`config.mk`:
```
export PLATFORM = sky130hd
export DESIGN_NAME = mits_ctrl
export DESIGN_NICKNAME = d
export VERILOG_FILES = /design/src/hdl/mits_pkg.sv /design/src/hdl/mits_ctrl.sv
export SDC_FILE = /design/constraint.sdc
export NUM_CORES = 1
export LEC_CHECK = 0
export BUFFER_PORTS_ARGS = -buffer_cell sky130_fd_sc_hd__clkbuf_2
export CORE_AREA = 10 10 47 49
export CTS_CLUSTER_DIAMETER = 120
export DETAILED_ROUTE_END_ITERATION = 8
export DIE_AREA = 0 0 57 59
export HOLD_SLACK_MARGIN = 0.15
export PLACE_DENSITY_LB_ADDON = 0.25
export SYNTH_ARGS = -nofsm -noshare
export SYNTH_HDL_FRONTEND = slang
export SYNTH_SLANG_ARGS = --single-unit
```
`constraint.sdc`:
```
create_clock -name i_clk -period 1.6 [get_ports i_clk]
set_input_delay 0.32 -clock i_clk [delete_from_list [all_inputs] [get_ports i_clk]]
set_output_delay 0.32 -clock i_clk [all_outputs]
set_load 0.05 [all_outputs]
```
`src/hdl/mits_pkg.sv`:
```
// shared types, codes and layout constants for the message id table search
package mits_pkg;

    localparam int unsigned ID_W      = 32;
    localparam int unsigned POS_W     = 11;
    localparam int unsigned MPOS_W    = 10;
    localparam int unsigned OFF_W     = 26;
    localparam int unsigned CNT16_W   = 16;
    localparam int unsigned FORM_W    = 3;
    localparam int unsigned CFG_IDX_W = 4;
    localparam int unsigned CFG_DAT_W = 16;

    // request types
    localparam logic REQ_LOAD  = 1'b0;
    localparam logic REQ_QUERY = 1'b1;

    // configuration register indexes
    localparam logic [CFG_IDX_W-1:0] CFG_LAYOUT_FORM = 4'd0;
    localparam logic [CFG_IDX_W-1:0] CFG_ID_COUNT    = 4'd1;
    localparam logic [CFG_IDX_W-1:0] CFG_INFO_COUNT  = 4'd2;
    localparam logic [CFG_IDX_W-1:0] CFG_ENTRY_SIZE  = 4'd3;

    // layout forms: group bits / index bits
    localparam logic [FORM_W-1:0] FORM_G32_I0 = 3'd0;
    localparam logic [FORM_W-1:0] FORM_G24_I8 = 3'd1;
    localparam logic [FORM_W-1:0] FORM_G16_I16 = 3'd2;
    localparam logic [FORM_W-1:0] FORM_G8_I24 = 3'd3;
    localparam logic [FORM_W-1:0] FORM_G0_I32 = 3'd4;

    localparam logic [ID_W-1:0] MASK_ALL  = 32'hFFFF_FFFF;
    localparam logic [ID_W-1:0] MASK_G24  = 32'hFFFF_FF00;
    localparam logic [ID_W-1:0] MASK_I8   = 32'h0000_00FF;
    localparam logic [ID_W-1:0] MASK_G16  = 32'hFFFF_0000;
    localparam logic [ID_W-1:0] MASK_I16  = 32'h0000_FFFF;
    localparam logic [ID_W-1:0] MASK_G8   = 32'hFF00_0000;
    localparam logic [ID_W-1:0] MASK_I24  = 32'h00FF_FFFF;

    typedef struct packed {
        logic load_we;
        logic q_init;
        logic scan;
        logic resolve;
        logic finish;
    } t_dp_cmd;

    typedef struct packed {
        logic hit;
        logic exhausted;
    } t_dp_stat;

    // true when the stored id splits into the sought group and index
    function automatic logic id_match(
        input logic [ID_W-1:0]   id,
        input logic [FORM_W-1:0] form,
        input logic [ID_W-1:0]   qg,
        input logic [ID_W-1:0]   qi
    );
        logic [ID_W-1:0] grp;
        logic [ID_W-1:0] idx;
        case (form)
            FORM_G32_I0: begin
                grp = id & MASK_ALL;
                idx = '0;
            end
            FORM_G24_I8: begin
                grp = (id & MASK_G24) >> 8;
                idx = id & MASK_I8;
            end
            FORM_G16_I16: begin
                grp = (id & MASK_G16) >> 16;
                idx = id & MASK_I16;
            end
            FORM_G8_I24: begin
                grp = (id & MASK_G8) >> 24;
                idx = id & MASK_I24;
            end
            default: begin
                // all index, also the unused codes
                grp = '0;
                idx = id & MASK_ALL;
            end
        endcase
        return (grp == qg) && (idx == qi);
    endfunction

endpackage

```
`src/hdl/mits_ctrl.sv`:
```
// controller state machine for load and query sequencing
module mits_ctrl (
    input  logic                i_clk,
    input  logic                i_rst_n,
    input  logic                i_start,
    input  logic                i_req_type,
    input  mits_pkg::t_dp_stat  i_stat,
    output mits_pkg::t_dp_cmd   o_cmd,
    output logic                o_busy,
    output logic                o_done
);

    typedef enum logic [1:0] {S_IDLE, S_SCAN, S_CALC} t_state;

    t_state r_state;
    t_state n_state;
    logic   r_done;
    logic   n_done;
    logic   accept;

    assign o_busy = (r_state != S_IDLE);
    assign o_done = r_done;
    assign accept = i_start && !o_busy;

    always_comb begin
        o_cmd   = '0;
        n_state = r_state;
        n_done  = 1'b0;
        case (r_state)
            S_IDLE: begin
                if (accept) begin
                    if (i_req_type == mits_pkg::REQ_QUERY) begin
                        o_cmd.q_init = 1'b1;
                        n_state      = S_SCAN;
                    end else begin
                        o_cmd.load_we = 1'b1;
                    end
                end
            end
            S_SCAN: begin
                o_cmd.scan = 1'b1;
                if (i_stat.hit || i_stat.exhausted) begin
                    o_cmd.resolve = 1'b1;
                    n_state       = S_CALC;
                end
            end
            S_CALC: begin
                o_cmd.finish = 1'b1;
                n_done       = 1'b1;
                n_state      = S_IDLE;
            end
            default: n_state = S_IDLE;
        endcase
    end

    always_ff @(posedge i_clk) begin
        if (!i_rst_n) begin
            r_state <= S_IDLE;
            r_done  <= 1'b0;
        end else begin
            r_state <= n_state;
            r_done  <= n_done;
        end
    end

    a_query_goes_busy: assert property (@(posedge i_clk) disable iff (!i_rst_n)
        (accept && i_req_type == mits_pkg::REQ_QUERY) |=> o_busy)
        else $error("query accepted but block not busy");

    a_load_stays_idle: assert property (@(posedge i_clk) disable iff (!i_rst_n)
        (accept && i_req_type == mits_pkg::REQ_LOAD) |=> !o_busy)
        else $error("load left block busy");

    a_done_single: assert property (@(posedge i_clk) disable iff (!i_rst_n)
        o_done |=> !o_done)
        else $error("result strobe longer than one cycle");

    a_done_when_idle: assert property (@(posedge i_clk) disable iff (!i_rst_n)
        o_done |-> !o_busy)
        else $error("result strobe while still busy");

endmodule

```
==> flow_summary.ini, run 1 <==
[status]
status = completed

[clock_tree]
clock_path_buffers = 2
clock_latency_ns = 0.23
clk_pin_slew_ns = 0.04
cts_made_buffers = 3
cts_root_buf = clkbuf_4
clock_sinks = 3
cts_setup_buffers = 0
htree_levels = 1
cts_tree = yes

[logic_synthesis]
ys_ff_latch = 3
yosysTopAreaCellShare = 0.3750
netlist_area_um2 = 160.2
synth_nets = 23
seq_area_frac_synth = 0.3750
synth_area_leaders = dfxtp_1, and4bb_2, nor2b_1
synthTopCellsByCount = dfxtp_1, nor2b_1
synth_top_cell_by_area = dfxtp_1
synth_edf_count = 0
synth.avg_cell_area_um2 = 9.421
synth_cells = 17
synth_cell_type_count = 14
ys.flop_type = dfxtp_1
async_flop_share = 0
synth_warnings = 0
synth.most_common_cell = dfxtp_1

[layout]
stdcell_count = 48
antennaDiodeCount = 0
drive_gt1_frac = 0.6250
syn2layout_area_growth_pct = 83.59
nNetsFinal = 39
fillers = 170

[routing]
drc = 0
dr.pass1.iters = 1
routed_wl_um = 514
avgRoutedWirePerCell_um = 10.71
antenna_left = 0
via_count = 171
avgViaCountPerCell = 3.563
drt_iter0_drc = 0

[run]
cap_violations = 0

[sta]
fmax_mhz = 654.1
rsz0062_at_grt = false
drv_slew = 0
worstMarginPinSlew_ns = 0.2888
clock_skew_ns = 0.001588
setup_viol = 0
finalCriticalPeriod_ns = 1.529
slew_headroom = 0.8083
hold_viol = 0
finalCritPeriodShare = 0.9556

[grt]
antenna_found_initial = 0
grt_pass1_vias = 195
grt_max_degree = 7
overflow = 0
grt_usage = 0.03453
grt_pass1_wl_um = 814

[placement]
portBuffers = 12
routabilityCongestion = 0.6657
hpwl_um = 442.4
dpl.cell_count = 44

[power]
p_switching_mw = 0.08437
peakVddDrop_uv = 263.9
total_power_mw = 0.2804
p_int_mw = 0.1960
power_switching_share = 0.3009
leakage_nw = 0.1422
p_per_area_nw_per_um2 = 953.6
p_clk_frac = 0.468
power_frac_comb = 0.247
power_frac_seq = 0.285

[min_path]
min_path_type = in2reg
worstHoldPathCells = 2

[worst_setup_path]
cp.required_ns = 1.28
critPathKind = reg2out
start_kind = flop
critPathArrivalTime_ns = 1.21
rr_worst_depth = 2
cp-end-kind = primary output
cp_max_fo = 5

[floorplanning]
io_pins = 13
die-area_um2 = 3363
num_rows = 14
die_h_um = 59
start_util = 0.1143
core_area_um2 = 1401
fp.dieW_um = 57
-- per-layer routing --
metal  vias to the layer above  share of wire  track usage
met3                         2           0.16      0.04292
li1                         88              -            -
met5                         -              0            0
met2                        11           0.33      0.02946
met4                         0          0.012      0.03020
met1                        70           0.49      0.03787
-- cell type report --
class,count,area [µm²],share of cell area
multi-input combinational,13,116.4,0.3957
timing repair buffer,12,71.32,0.2426
sequential,3,60.06,0.2043
clock buffer,4,26.28,0.08936
tap,16,20.02,0.06809
-- power by group through the flow --
stage	logic [mW]	clock network, mW	registers [mW]
global route	0.0735	0.146	0.0803
floorplan	0.0471	0	0.0815
CTS	0.0695	0.139	0.0799
global placement	0.0649	0	0.0806
finish	0.0692	0.131	0.0798
detailed placement	0.0658	0	0.0809
-- stage by stage --
step                       TNS (ns)    util  hold WS, ns  worst slack (ns)  instance area, µm²
after floorplan           -0.007239       -       0.4417         -0.005388               181.4
after global placement            0  0.1813       0.5532            0.1730               254.0
after detailed placement          0  0.1813       0.5580            0.1531               254.0
after CTS                         0  0.2080       0.3117           0.04287               291.5
after global routing              0  0.2098       0.3270           0.01784               294.0
final                             0  0.2098       0.3228           0.07109               294.0
-- registers in the layout, summed over array words and instances, names as in the netlist --
| name | count |
|---|---|
| r_state | 2 |
| o_done | 1 |
-- critical path, cell delays in order (launching register included) --
cell	delay (ns)
dfxtp_1	0.33
or2_4	0.27
nor3b_4	0.17
clkbuf_8	0.20
-- layout by cell type (no fill, tap or decap), drive strengths merged --
cell and n:
dfxtp 3, nand2b 1, or3b 1, nor2b 2, and2 1, and2b 1, a21oi 1, or2 1
nor2 1, nor3b 1, and3b 1, clkbuf 16, and4bb 1, nand3b 1
-- kinds of logic after synthesis --
group	after synthesis	share of synthesized area
AO/OA/AOI/OAI	1	0.03122
buffers and inverters	1	0.04689
flip-flops	3	0.3750
AND/OR/NAND/NOR	12	0.5470
-- final timing paths --
kind              startpoint    endpoint  slack (ns)
setup / recovery  r_state[1]    o_cmd[4]        0.07
hold / removal       i_rst_n      o_done        0.32
setup reg to reg  r_state[0]  r_state[0]        0.68
hold reg to reg   r_state[1]  r_state[0]        0.59
-- what timing repair did --
| item | 4_1_cts | 5_1_grt |
|---|---|---|
| resized for setup | 3 | 2 |
| endpoints found under the hold margin | 0 | 0 |
| hold buffers | 0 | 0 |
| endpoints found under the setup margin | 1 | 1 |
No activity file was read; power rests on OpenSTA's default activity.
==> run 2, diff against run 1 <==
- ABC_AREA: unset -> 1
==> flow_summary.ini, run 2 <==
[floorplanning]
die-area_um2 = 3363
fp.dieW_um = 57
io_pins = 13
die_h_um = 59
core_area_um2 = 1401
num_rows = 14
start_util = 0.1152

[sta]
slew_headroom = 0.8057
finalCriticalPeriod_ns = 1.479
hold_viol = 0
holdWs_ns = 0.3581
finalCritPeriodShare = 0.9245
setup_viol = 0
setup_ws_ns = 0.1208
worstMarginPinSlew_ns = 0.2904
fmax_mhz = 676.0
clock_skew_ns = 0.002193
drv_slew = 0
rsz0062_at_grt = false
finalSetupTns_ns = 0

[placement]
preCtsSetupSlack_ns = 0.3125
dpl.cell_count = 49
portBuffers = 12
hpwl_um = 401.6
placed_area_um2 = 236.5
routabilityCongestion = 0.5905

[logic_synthesis]
synth_top_cell_by_area = dfxtp_1
synth_warnings = 0
synth_area_leaders = dfxtp_1, inv_1, nor2_1
synthTopCellsByCount = inv_1, nor2_1, dfxtp_1
synth.most_common_cell = inv_1
synth_nets = 28
synth_cells = 22
synth_edf_count = 0
ys_ff_latch = 3
synth.avg_cell_area_um2 = 7.337
ys.flop_type = dfxtp_1
async_flop_share = 0
seq_area_frac_synth = 0.3721
synth_cell_type_count = 13
netlist_area_um2 = 161.4
yosysTopAreaCellShare = 0.3721

[grt]
grt_pass1_vias = 195
grt_max_degree = 5
grt_pass1_wl_um = 828
grt_usage = 0.03490
antenna_found_initial = 0
overflow = 0

[run]
cap_violations = 0

[worst_setup_path]
critPathKind = reg2out
start_kind = flop
cp.required_ns = 1.28
rr_worst_depth = 3
crit_path_start = r_state[0]
r2r_end = r_state[0]
critPathArrivalTime_ns = 1.16
r2r_setup_slack_ns = 0.81
cp-end-kind = primary output
cp_max_fo = 4
r2r_start = r_state[1]

[min_path]
holdPathEnd = r_state[0]
hold_start = i_rst_n
worstHoldPathCells = 3
min_path_type = in2reg

[layout]
final_common_cell = clkbuf_2
antennaDiodeCount = 0
nNetsFinal = 44
drive_gt1_frac = 0.5946
syn2layout_area_growth_pct = 65.89
post-route-cell-area_um2 = 267.8
stdcell_count = 53
final_cell_mix = clkbuf_2, inv_1, clkbuf_4, nor2_1, dfxtp_1
regMostFlops = r_state
largest_reg_flops = 2
final_core_util = 0.1911

[routing]
via_count = 169
dr.pass1.iters = 1
drc = 0
antenna_left = 0
routed_wl_um = 447
avgViaCountPerCell = 3.189
avgRoutedWirePerCell_um = 8.434
drt_iter0_drc = 0

[status]
status = completed

[clock_tree]
cts.hold.buffers_added = 0
htree_levels = 1
clock_sinks = 3
clock_path_buffers = 2
cts_made_buffers = 3
clock_latency_ns = 0.23
cts_setup_buffers = 0
cts_root_buf = clkbuf_4
clk_pin_slew_ns = 0.04
cts_tree = yes

[power]
p_per_area_nw_per_um2 = 1023
peakVddDrop_uv = 288.0
total_power_mw = 0.2738
leakage_nw = 0.1458
run 2: cell count changes after synthesis, sizes merged, moves of 2 or more:
cell | before | now
nor2 | 1 | 6
nor3 | 0 | 2
inv | 0 | 6
nor2b | 2 | 0
nand2 | 0 | 2
run 2: layer usage:
metal	GRT usage	vias to the layer above	wire length, µm
li1	-	93	-
met1	0.03298	67	199
met5	0	-	0
met3	0.03433	0	76
met4	0.04027	0	0
met2	0.03876	9	171
run 2: where the power goes:
part	internal [mW]	switching, mW	total, mW
clock network	0.0934	0.0380	0.131
registers	0.0775	0.00254	0.0801
logic	0.0166	0.0457	0.0623
total	0.188	0.0863	0.274
run 2: how the worst max path moves through the flow:
stage	end	slack, ns
global placement	o_cmd[1]	0.31
CTS	o_cmd[1]	0.05
global route	o_cmd[1]	0.02
finish	o_cmd[1]	0.12
detailed placement	o_cmd[1]	0.31
floorplan	o_cmd[1]	0.0006
run 2: area by class of cell:
cell class              count  area [µm²]
repair buffers             12       65.06
fillers                   172        1134
flip-flops and latches      3       60.06
multi-input cells          12       73.82
inverters                   6       22.52
clock buffers               4       26.28
well taps                  16       20.02
run 2: critical path, cell delays in order, from the launching register on:
cell	delay (ns)
dfxtp_1	0.38
inv_2	0.06
nor2_4	0.10
inv_1	0.08
nor2_2	0.07
clkbuf_4	0.23
run 2: cell families (layout without fill, tap and decap cells):
| logic type | after synthesis | count (layout) | share of synthesized area |
|---|---|---|---|
| and+or+nand+nor | 11 | 11 | 0.3875 |
| buffers and inverters | 7 | 22 | 0.1861 |
| DFF | 3 | 3 | 0.3721 |
| AOI/OAI and AO/OA | 1 | 1 | 0.05427 |
run 2: what timing repair did:
action / 4_1_cts / 5_1_grt
resized for setup: 0 / 4
setup endpoints to repair: 0 / 2
endpoints found under the hold margin: 0 / 0
==> run 3, diff against run 2 <==
- clock period: 1.6 -> 1.4 ns (I/O delays scaled with it)
==> flow_summary.ini, run 3 (synthesis results as in run 2) <==
[routing]
routed_wl_um = 492
drt_iter0_drc = 3
drc = 0
dr.pass1.iters = 2
avgViaCountPerCell = 3.463
avgRoutedWirePerCell_um = 9.111
antenna_left = 0
via_count = 187

[floorplanning]
die_h_um = 59
fp.dieW_um = 57
io_pins = 13
num_rows = 14
die-area_um2 = 3363
core_area_um2 = 1401
start_util = 0.1152

[worst_setup_path]
critPathKind = reg2out
critPathArrivalTime_ns = 1.06
r2r_setup_slack_ns = 0.63
start_kind = flop
cp-end-kind = primary output
rr_worst_depth = 4
critical_path.endpoint = o_cmd[1]
crit_path_start = r_state[0]
cp.required_ns = 1.12
r2r_start = r_state[0]
r2r_end = r_state[0]
cp_max_fo = 4

[sta]
setup_ws_ns = 0.05939
clock_skew_ns = 0.003239
finalCriticalPeriod_ns = 1.341
drv_slew = 0
slew_headroom = 0.8142
finalCritPeriodShare = 0.9576
finalSetupTns_ns = 0
fmax_mhz = 745.9
hold_viol = 0
setup_viol = 0
worstMarginPinSlew_ns = 0.2799

[power]
total_power_mw = 0.3339
p_per_area_nw_per_um2 = 1042
leakage_nw = 0.1627
peakVddDrop_uv = 266.6

[clock_tree]
clock_latency_ns = 0.23
cts_made_buffers = 3
clk_pin_slew_ns = 0.04
cts_root_buf = clkbuf_4
clock_path_buffers = 2
htree_levels = 1
clock_sinks = 3
cts_tree = yes
cts.hold.buffers_added = 0

[grt]
grt_max_degree = 5
grt_usage = 0.02973
grt_pass1_wl_um = 793
grt_pass1_vias = 226
overflow = 0
antenna_found_initial = 0

[layout]
final_common_cell = clkbuf_2
largest_reg_flops = 2
regMostFlops = r_state
antennaDiodeCount = 0
drive_gt1_frac = 0.7368
final_cell_mix = clkbuf_2, inv_1, clkbuf_4, nor2_4
nNetsFinal = 45
final_core_util = 0.2286
syn2layout_area_growth_pct = 98.45

[placement]
portBuffers = 12
preCtsSetupSlack_ns = 0.1088
routabilityCongestion = 0.6404

[min_path]
min_path_type = in2reg

[status]
status = completed

[run]
cap_violations = 0
[run 3: area by class of cell]
type | count | area [µm²]
Clock buffer | 4 | 26.28
Fill cell | 167 | 1081
Inverter | 6 | 22.52
Multi-Input combinational cell | 12 | 91.34
Sequential cell | 3 | 65.06
Tap cell | 16 | 20.02
Timing Repair Buffer | 13 | 95.09
[run 3: report_power, final]
| part | leakage [nW] | internal [mW] | switching (mW) |
|---|---|---|---|
| sequential | 0.0256 | 0.0879 | 0.00393 |
| clock | 0.0150 | 0.107 | 0.0491 |
| combinational | 0.122 | 0.0290 | 0.0568 |
| total | 0.163 | 0.224 | 0.110 |
[run 3: worst min path at each step]
stage / end / from / depth (start not counted)
global route: r_state[0] / i_start / 3
CTS: r_state[0] / i_rst_n / 3
finish: r_state[0] / i_start / 3
floorplan: r_state[0] / i_rst_n / 2
detailed placement: o_done / r_state[1] / 2
global placement: o_done / r_state[0] / 1
[run 3: per-layer routing]
metal | share of wire | track usage | vias up
met2 | 0.62 | 0.05581 | 9
met3 | 0.081 | 0.01288 | 0
met4 | 0 | 0.03020 | 0
met5 | 0 | 0 | -
li1 | - | - | 96
met1 | 0.30 | 0.02120 | 82
[run 3: critical path, cell delays in order (launching register included)]
cell     delay [ns]
dfxtp_4        0.37
inv_2          0.05
nor2_4         0.11
inv_2          0.07
nor2_4         0.08
buf_8          0.15
[run 3: timing repair]
item | 4_1_cts | 5_1_grt
endpoints found under the hold margin | 0 | 0
pin swaps | 1 | 1
buffers inserted | 0 | 0
setup endpoints to repair | 3 | 4
gates resized for setup | 6 | 10
[run 3: stage by stage]
step	cell area (µm²)	hold WS, ns	instances
floorplan	171.4	0.4497	22
global placement	251.5	0.5201	50
detailed placement	251.5	0.5251	50
CTS	299.0	0.3093	54
global route	320.3	0.3157	54
finish	320.3	0.3065	54
